File: src/rtl/core/ile_pkg.sv
// Shared types and constants of the indexed list engine.
// Used by ile_cell, ile_gather and indexed_list_engine; depends on nothing.
package ile_pkg;

    // Request codes carried on req_type.
    localparam logic [2:0] OP_PUSH   = 3'd0;
    localparam logic [2:0] OP_POP    = 3'd1;
    localparam logic [2:0] OP_GET    = 3'd2;
    localparam logic [2:0] OP_INSERT = 3'd3;
    localparam logic [2:0] OP_REMOVE = 3'd4;

    // Widest cell index that the supported depths need.
    localparam int IDX_W  = 12;
    localparam int DATA_W = 32;

    // Update that every cell applies in the same cycle.
    typedef enum logic [1:0] {
        CMD_NONE,
        CMD_WRITE,
        CMD_INSERT,
        CMD_REMOVE
    } cell_op_t;

    typedef struct packed {
        cell_op_t            op;
        logic [IDX_W-1:0]    tgt;
        logic                rd_en;
        logic [IDX_W-1:0]    rd_idx;
        logic [DATA_W-1:0]   val;
    } cell_cmd_t;

endpackage

File: src/rtl/core/ile_cell.sv
// One storage cell of the list: holds one entry and trades it with its neighbors.
// Depends on ile_pkg for the command type.
module ile_cell
(
    input  logic                          clk,
    input  ile_pkg::cell_cmd_t            cmd,
    input  logic [ile_pkg::IDX_W-1:0]     cell_idx,
    input  logic [ile_pkg::DATA_W-1:0]    left_data,
    input  logic [ile_pkg::DATA_W-1:0]    right_data,
    output logic [ile_pkg::DATA_W-1:0]    data,
    output logic [ile_pkg::DATA_W-1:0]    rd_data
);

    logic [ile_pkg::DATA_W-1:0] data_reg;
    logic [ile_pkg::DATA_W-1:0] data_next;

    always_comb
    begin
        data_next = data_reg;
        unique case (cmd.op)
            ile_pkg::CMD_NONE:
            begin
                data_next = data_reg;
            end
            ile_pkg::CMD_WRITE:
            begin
                if (cell_idx == cmd.tgt)
                begin
                    data_next = cmd.val;
                end
            end
            ile_pkg::CMD_INSERT:
            begin
                if (cell_idx > cmd.tgt)
                begin
                    data_next = left_data;
                end
                else if (cell_idx == cmd.tgt)
                begin
                    data_next = cmd.val;
                end
            end
            ile_pkg::CMD_REMOVE:
            begin
                if (cell_idx >= cmd.tgt)
                begin
                    data_next = right_data;
                end
            end
            default:
            begin
                data_next = data_reg;
            end
        endcase
    end

    always_ff @(posedge clk)
    begin
        data_reg <= data_next;
    end

    assign data    = data_reg;
    // The addressed cell puts its pre-update entry on the read path; all others give zero.
    assign rd_data = (cmd.rd_en && (cell_idx == cmd.rd_idx)) ? data_reg : '0;

endmodule

File: config.mk
export PLATFORM = sky130hd
export DESIGN_NAME = ile_cell
export DESIGN_NICKNAME = d
export VERILOG_FILES = /design/src/rtl/core/ile_pkg.sv /design/src/rtl/core/ile_cell.sv
export SDC_FILE = /design/constraint.sdc
export NUM_CORES = 1
export LEC_CHECK = 0
export ABC_AREA = 1
export BUFFER_PORTS_ARGS = -buffer_cell sky130_fd_sc_hd__buf_2
export CAP_MARGIN = 20
export CELL_PAD_IN_SITES_DETAIL_PLACEMENT = 2
export CELL_PAD_IN_SITES_GLOBAL_PLACEMENT = 2
export CORE_AREA = 2 2 120 146
export DETAILED_ROUTE_END_ITERATION = 6
export DIE_AREA = 0 0 122 148
export PLACE_DENSITY_LB_ADDON = 0.1
export SLEW_MARGIN = 20
export SYNTH_ARGS = -nofsm -noshare
export SYNTH_HDL_FRONTEND = slang
export SYNTH_SLANG_ARGS = --single-unit
File: constraint.sdc
create_clock -name clk -period 2.6 [get_ports clk]
set_input_delay 0.13 -clock clk [delete_from_list [all_inputs] [get_ports clk]]
set_output_delay 0.13 -clock clk [all_outputs]
set_load 0.05 [all_outputs]
# Word-level counts from Yosys, hierarchy flattened
# Cells that the tools add are included.
[op_classes] n_reduce_logical=3 eq_ne=6 n_bitwise=1 muxes=5 magnitude_cmp=2
[op_table] op="$mux 32" count=4
[op_table] op="$pmux 32 s3" count=1
[op_table] op="$eq 12x12->1" count=2
[op_table] op="$ge 12x12->1" count=1
[op_table] op="$gt 12x12->1" count=1
[op_table] op="$eq 2x2->1 const B" count=2
[op_table] op="$eq 2x1->1 const B" count=1
[op_table] op="$logic_not 2->1" count=1
[op_table] op="$ne 2x2->1 const B" count=1
[op_table] op="$reduce_and 2->1" count=1
[op_table] op="$logic_and 1x1->1" count=1
[op_table] op="$not 1->1" count=1
[totals] inputBits=136 out_inout_bits=64 elab_cells=18 regBits=32

# Depth between registers and ports, before layout
# Gate-level depths: netlist of the first run.
[logic_depth] ltp_word=4 depth_mapped=14 depth_no_buf=13

# Worst setup path before layout of the first run
# No wires, ideal clock.
[synth_timing] kind="in2reg" from="input cmd[56] in the netlist's numbering" to="register data_reg, in the netlist data[0] (enable)" n_path_buf=1 setup_time_ns=0.387 slack_ns=0.378 required_time_ns=2.213 cell_stages=11 arrival_ns=1.836 cell_sequence="inv_1 > ha_1 > nand2_1 > inv_2 > nand2_1 > nor2_1 > nand2_1 > nand3_2 > buf_2 > o22ai_1 > inv_1"
[synth_between] elab_chain_len=3
[synth_rtl] element="from (decl)" line_no="ile_cell.sv:6" source="input ile_pkg::cell_cmd_t cmd,"
[synth_rtl] element="$ge 12x12->1" line_no="ile_cell.sv:45" source="if (cell_idx >= cmd.tgt)"
[synth_rtl] element="$ne 2x2->1 (no source line)"
[synth_rtl] element="$reduce_and 2->1 (no source line)"
[synth_rtl] element="to (signal assigned)" line_no="ile_cell.sv:59" source="data_reg <= data_next;"
[synth_rtl] element="to (decl)" line_no="ile_cell.sv:14" source="logic [ile_pkg::DATA_W-1:0] data_reg;"
# Every way passes these cells.
# A chain may end at the register's enable or synchronous reset.

# Worst setup path in the final report of the first run
[layout_timing] from="input cell_idx[7] in the netlist's numbering" to="register data_reg, in the netlist data[25], data pin"
[layout_between] elab_chain_len=4 elab_cells_between_ends=5 classes_between="1 x order compare; 1 x eq/ne; 3 x mux"
[layout_rtl] element="from (decl)" line_no="ile_cell.sv:7" source="input logic [ile_pkg::IDX_W-1:0] cell_idx,"
[layout_rtl] element="parallel branches: the longest is 3 deep, another holds $gt 12x12->1"
[layout_rtl] element="$pmux 32 s3 *" line_no="ile_cell.sv:20" source="unique case (cmd.op)"
[layout_rtl] element="named net data_next, one bit" line_no="ile_cell.sv:15" source="logic [ile_pkg::DATA_W-1:0] data_next;"
# Mark *: on every way through the listed nets, which the timed path passes.

==> impl_metrics.yaml, run 1 <==
min_path:
  hold_depth: 5
  hp-start: "right_data[31]"
  hp-class: "in -> reg"
  holdPathEnd: "data[31]"
synth:
  synthMuxAreaShare_pct: 0
  synth_nets: 692
  synth_top_family_by_area: "simple AND/OR/NAND/NOR gates"
  synth_fa_ha_area_share_pct: 4.59
  synth.distinct_cells: 24
  synth_xor_area_share_pct: 1.61
  yosys_warnings: 0
  yosys_register_bits: 32
  synth_compound_area_share_pct: 11.7
  synth-simple-area-share_pct: 34.0
  syn_inst: 544
  yosysSeqAreaShare_pct: 29.4
  syn_area_mm2: 0.00327
  avgSynthCellArea_um2: 6.01
cells_and_area:
  synthToLayoutAreaGrowth_pct: 42.5
  fillerInstances: 2112
  drive_gt1_share_pct: 30.8
  largest_reg_flops: 32
  mostFrequentLayoutCells: "199 x buf_2, 156 x nand2_1, 121 x inv_1, 66 x nand3_1, 64 x o21ai_1"
  final_common_cell: "buf_2"
  nets: 881
  final_area_mm2: 0.00466
worst_setup_path:
  crit_family: "simple AND/OR/NAND/NOR gates"
  ff2ff_path_depth: 6
  reg2reg_from: "data[25]"
  critPathMaxFanout: 51
  cp-end-kind: "flip-flop"
  path_buf_inv: 3
  critPathMaxStageDelay_ns: 0.31
  reg2reg_slack_ns: 1.42
  crit_slowest_cell: "ha_1"
  critPathKind: "in -> reg"
  critPathLaunch: "cell_idx[7]"
  crit_arrival_ns: 1.73
  path_cells: "buf_2, ha_1, nand2_1, nor2_1, nand3_4, buf_12, o21ai_1, o21ai_1, inv_1, nand2_1"
  start_kind: "input port"
  r2r_end: "data[25]"
  cp.required_ns: 2.64
routing:
  postRouteAntennaNets: 0
  vias: 4160
  via_per_inst: 4.37
  route.detailed.drc: 0
  drtIter0Drc: 106
  drt_first_pass_iters: 5
  wl_per_cell_um: 15.3
  wirelength_mm: 14.6
clock_network:
  cts_setup_buffers: 0
  htree_num_levels: 2
  cts_made_buffers: 5
  cts_tree: "done"
  clkLatencyLatePin_ns: 0.28
  cts_resized: 0
  clkSlewWorstSetupHoldPaths_ns: 0.06
  hold_buffers: 0
  cts.path.max_buffers: 2
  cts_root_buf: "clkbuf_16"
  cts.sinks: 32
timing:
  tns_ns: 0
  whs_ns: 0.216
  worst_clock_skew_ns: 0
  period_share_pct: 64.9
  worstMarginPinSlew_ns: 0.544
  setup_violations: 0
  drv_slew: 0
  finalHoldViolations: 0
  max_freq_mhz: 592
  relSlewSlack_pct: 63.7
  rsz0062_at_grt: "no"
  finalCriticalPeriod_ns: 1.69
floorplanning:
  ioPinCount: 200
  fp.dieArea_mm2: 0.0181
  fp.dieW_um: 122
  rows: 52
  fp.dieH_um: 148
  start_util_pct: 19.7
  coreArea_mm2: 0.0166
power_and_ir_drop:
  p_leak_nw: 2.77
  finalPower_mw: 2.27
  peakVddDrop_uv: 230
  p_per_area_mw_per_mm2: 488
placed_design:
  gp_congestion: 0.744
  post_dp_cell_area_mm2: 0.00451
  hpwl_mm: 11.3
  io_buffers: 199
grt:
  grt_start_max_net_pins: 52
  grt_util_all_layers_pct: 16.2
  antenna_found_initial: 1
  overflow: 0
  grt_pass1_wl_mm: 23.1
  grt_pass1_vias: 4571
outcome:
  outcome: "finished, final reports clean"
run:
  max_cap_violations: 0
==> logic make-up after synthesis <==
kind of cell | after synthesis
flops | 32
fa+ha+maj | 12
xor+xnor | 6
simple gates | 268
buf+inv | 152
compound gates | 74
==> how the worst max path moves through the flow <==
stage          cells after the start       end
2_1_floorplan                     11   data[0]
3_3_place_gp                      10  data[25]
3_5_place_dp                      13  data[16]
4_1_cts                           10  data[23]
5_1_grt                           14  data[10]
6_report                          10  data[25]
==> metal layers <==
layer	vias to the layer above	part of all wire [%]	track usage, %
li1	2058	-	-
met1	1978	40	18.3
met2	115	54	31.7
met3	9	5.1	2.55
met4	0	1.0	3.10
met5	-	0	0
==> synthesized netlist by cell type (all sizes together) <==
master / number / area [µm²]
o21ai: 66 / 330
xnor2: 6 / 52.6
clkbuf: 11 / 41.3
nor2: 42 / 160
nand2: 157 / 597
buf: 17 / 105
edfxtp: 32 / 961
ha: 12 / 150
o211ai: 1 / 7.51
a21oi: 3 / 15.0
nand3: 68 / 350
a21o: 1 / 7.51
o22ai: 2 / 12.5
inv: 124 / 465
o2111ai: 1 / 8.76
nand4: 1 / 6.26
==> tightest hold or removal path, delay by kind of cell <==
family	cells	cell delay, ns
AO/OA/AOI/OAI	1	0.06
buffers and inverters	2	0.12
AND/OR/NAND/NOR	2	0.09
==> area by class of cell <==
class	count	area, µm²	area share, %
multi-input combinational	360	1710	36.8
timing repair buffer	210	1100	23.7
sequential	32	961	20.6
inverter	124	465	9.99
tap	216	270	5.80
clock buffer	5	125	2.69
clock inverter	3	18.8	0.403
antenna	1	2.50	0.0537
==> power by group <==
group / internal, mW / total [mW] / switching (mW)
clock network: 0.353 / 0.600 / 0.247
registers: 0.671 / 0.714 / 0.0437
logic: 0.290 / 0.958 / 0.668
==> per-stage QoR <==
stage	util [%]	instances	worst slack [ns]
2_1_floorplan	-	544	0.378
3_3_place_gp	27.2	942	0.648
3_5_place_dp	27.2	942	0.609
4_1_cts	28.1	950	0.895
5_1_grt	28.1	951	0.720
6_report	28.1	951	0.912
Power figures use the tool's default switching activity.
==> run 2: changes to the inputs <==
--- a/config.mk
+++ b/config.mk
@@ -10,9 +10,9 @@
 export CAP_MARGIN = 20
 export CELL_PAD_IN_SITES_DETAIL_PLACEMENT = 2
 export CELL_PAD_IN_SITES_GLOBAL_PLACEMENT = 2
-export CORE_AREA = 2 2 120 146
+export CORE_AREA = 2 2 127 153
 export DETAILED_ROUTE_END_ITERATION = 6
-export DIE_AREA = 0 0 122 148
+export DIE_AREA = 0 0 129 155
 export PLACE_DENSITY_LB_ADDON = 0.1
 export SLEW_MARGIN = 20
 export SYNTH_ARGS = -nofsm -noshare
==> constraint.sdc (replaced) <==
create_clock -name clk -period 1.4 [get_ports clk]
set_input_delay 0.07 -clock clk [delete_from_list [all_inputs] [get_ports clk]]
set_output_delay 0.07 -clock clk [all_outputs]
set_load 0.05 [all_outputs]
==> impl_metrics.yaml, run 2 (synthesis gave the netlist of run 1 again) <==
placed_design:
  hpwl_mm: 12.3
  dp.cells: 1004
  io_buffers: 199
  dp_slack_ns: -0.434
  gp_congestion: 0.718
grt:
  overflow: 0
  use_met1_pct: 18.4
  grt_pass1_vias: 4931
  busiest_layer: "met2"
  grt_pass1_wl_mm: 25.8
  met2_usage_pct: 32.6
  antenna_found_initial: 1
  grt_util_all_layers_pct: 16.5
  grt_start_max_net_pins: 49
  use_met3_pct: 2.54
power_and_ir_drop:
  p_leak_nw: 3.27
  finalPower_mw: 4.93
  peakVddDrop_uv: 361
  p_per_area_mw_per_mm2: 767
cells_and_area:
  nets: 915
  synthToLayoutAreaGrowth_pct: 96.7
  largest_reg_flops: 32
  final_core_util_pct: 34.5
  drive_gt1_share_pct: 54.8
  diodes: 0
  multiInputGateArea_mm2: 0.00261
  mostFrequentLayoutCells: "155 x buf_2, 120 x nand2_1, 108 x inv_1, 43 x nand3_1, 41 x buf_6"
  fillerInstances: 2182
  final_common_cell: "buf_2"
  seq_area_um2: 961
  finalNonFillerCells: 1024
floorplanning:
  fp.dieArea_mm2: 0.0200
  start_util_pct: 17.5
  coreArea_mm2: 0.0186
  rows: 55
  fp.dieH_um: 155
  ioPinCount: 200
  fp.dieW_um: 129
worst_setup_path:
  reg2reg_from: "data[5]"
  cp-endpoint: "data[5]"
  crit_arrival_ns: 1.56
  critPathMaxFanout: 43
  cp-end-kind: "flip-flop"
  ff2ff_path_depth: 6
  cp.required_ns: 1.44
  critPathKind: "in -> reg"
  critPathLaunch: "cell_idx[11]"
  start_kind: "input port"
  r2r_end: "data[5]"
  reg2reg_slack_ns: 0.22
min_path:
  hold_depth: 5
  hp-class: "in -> reg"
outcome:
  outcome: "finished with violations"
  violations: "negative setup slack"
clock_network:
  htree_num_levels: 2
  hold_buffers: 0
  cts_tree: "done"
  cts_made_buffers: 5
  clkLatencyLatePin_ns: 0.28
  cts_root_buf: "clkbuf_16"
  cts.path.max_buffers: 2
  cts.sinks: 32
  clkSlewWorstSetupHoldPaths_ns: 0.06
routing:
  wirelength_mm: 16.9
  wl_per_cell_um: 16.5
  route.detailed.drc: 0
  vias: 4374
  via_per_inst: 4.27
  drt_first_pass_iters: 4
  drtIter0Drc: 84
  postRouteAntennaNets: 0
timing:
  rsz0062_at_grt: "yes"
  worstMarginPinSlew_ns: 0.626
  max_freq_mhz: 661
  relSlewSlack_pct: 58.2
  period_share_pct: 108
  setup_violations: 72
  finalCriticalPeriod_ns: 1.51
  finalHoldViolations: 0
  worst_clock_skew_ns: 0
  drv_slew: 0
  setup_ws_ns: -0.114
run:
  max_cap_violations: 0
-- run 2: area by class of cell --
cell class / instances / share of cell area, %
Clock inverter: 2 / 0.175
Timing Repair Buffer: 244 / 29.9
Inverter: 124 / 7.53
Sequential cell: 32 / 14.9
Tap cell: 256 / 4.98
Clock buffer: 6 / 2.00
Multi-Input combinational cell: 360 / 40.5
-- run 2: worst min path at each step --
stage          slack (ns)  endpoint           start
2_1_floorplan        0.35   data[0]   right_data[0]
3_3_place_gp         0.44   data[6]   right_data[6]
3_5_place_dp         0.46  data[24]  right_data[24]
4_1_cts              0.16   data[6]   right_data[6]
5_1_grt              0.19   data[6]   right_data[6]
6_report             0.16   data[6]   right_data[6]
-- run 2: routing by layer --
layer / routed length [µm] / up-vias
met5: 7 / -
met1: 6490 / 2118
li1: - / 2133
met4: 184 / 2
met3: 643 / 11
met2: 9560 / 110
-- run 2: worst max-delay path, cell delays in order --
cell,delay [ns]
buf_8,0.10
ha_4,0.24
nand2_4,0.07
inv_2,0.04
nand2_4,0.09
inv_4,0.05
nand3_4,0.15
buf_12,0.27
nand2_1,0.14
o21ai_4,0.10
o21ai_1,0.09
inv_1,0.07
nand2_1,0.04
-- run 2: what timing repair did --
item,4_1_cts,5_1_grt
cloned,2,2
gates resized for setup,214,50
setup endpoints to repair,96,96
setup buffers,3,4
pin swaps,24,16
-- run 2: where the power goes --
group	switching (mW)	internal (mW)	leakage, nW
logic	1.59	0.916	2.88
clock network	0.447	0.655	0.0645
registers	0.0819	1.25	0.327
-- run 2: metrics by stage --
stage                     cell area [µm²]  hold WS (ns)  setup TNS [ns]
final                                6430         0.158           -3.25
after global routing                 6430         0.185          -12.18
after CTS                            6100         0.159           -4.30
after detailed placement             5060         0.463          -28.55
after global placement               5060         0.445          -25.60
after floorplan                      3520         0.348          -17.05
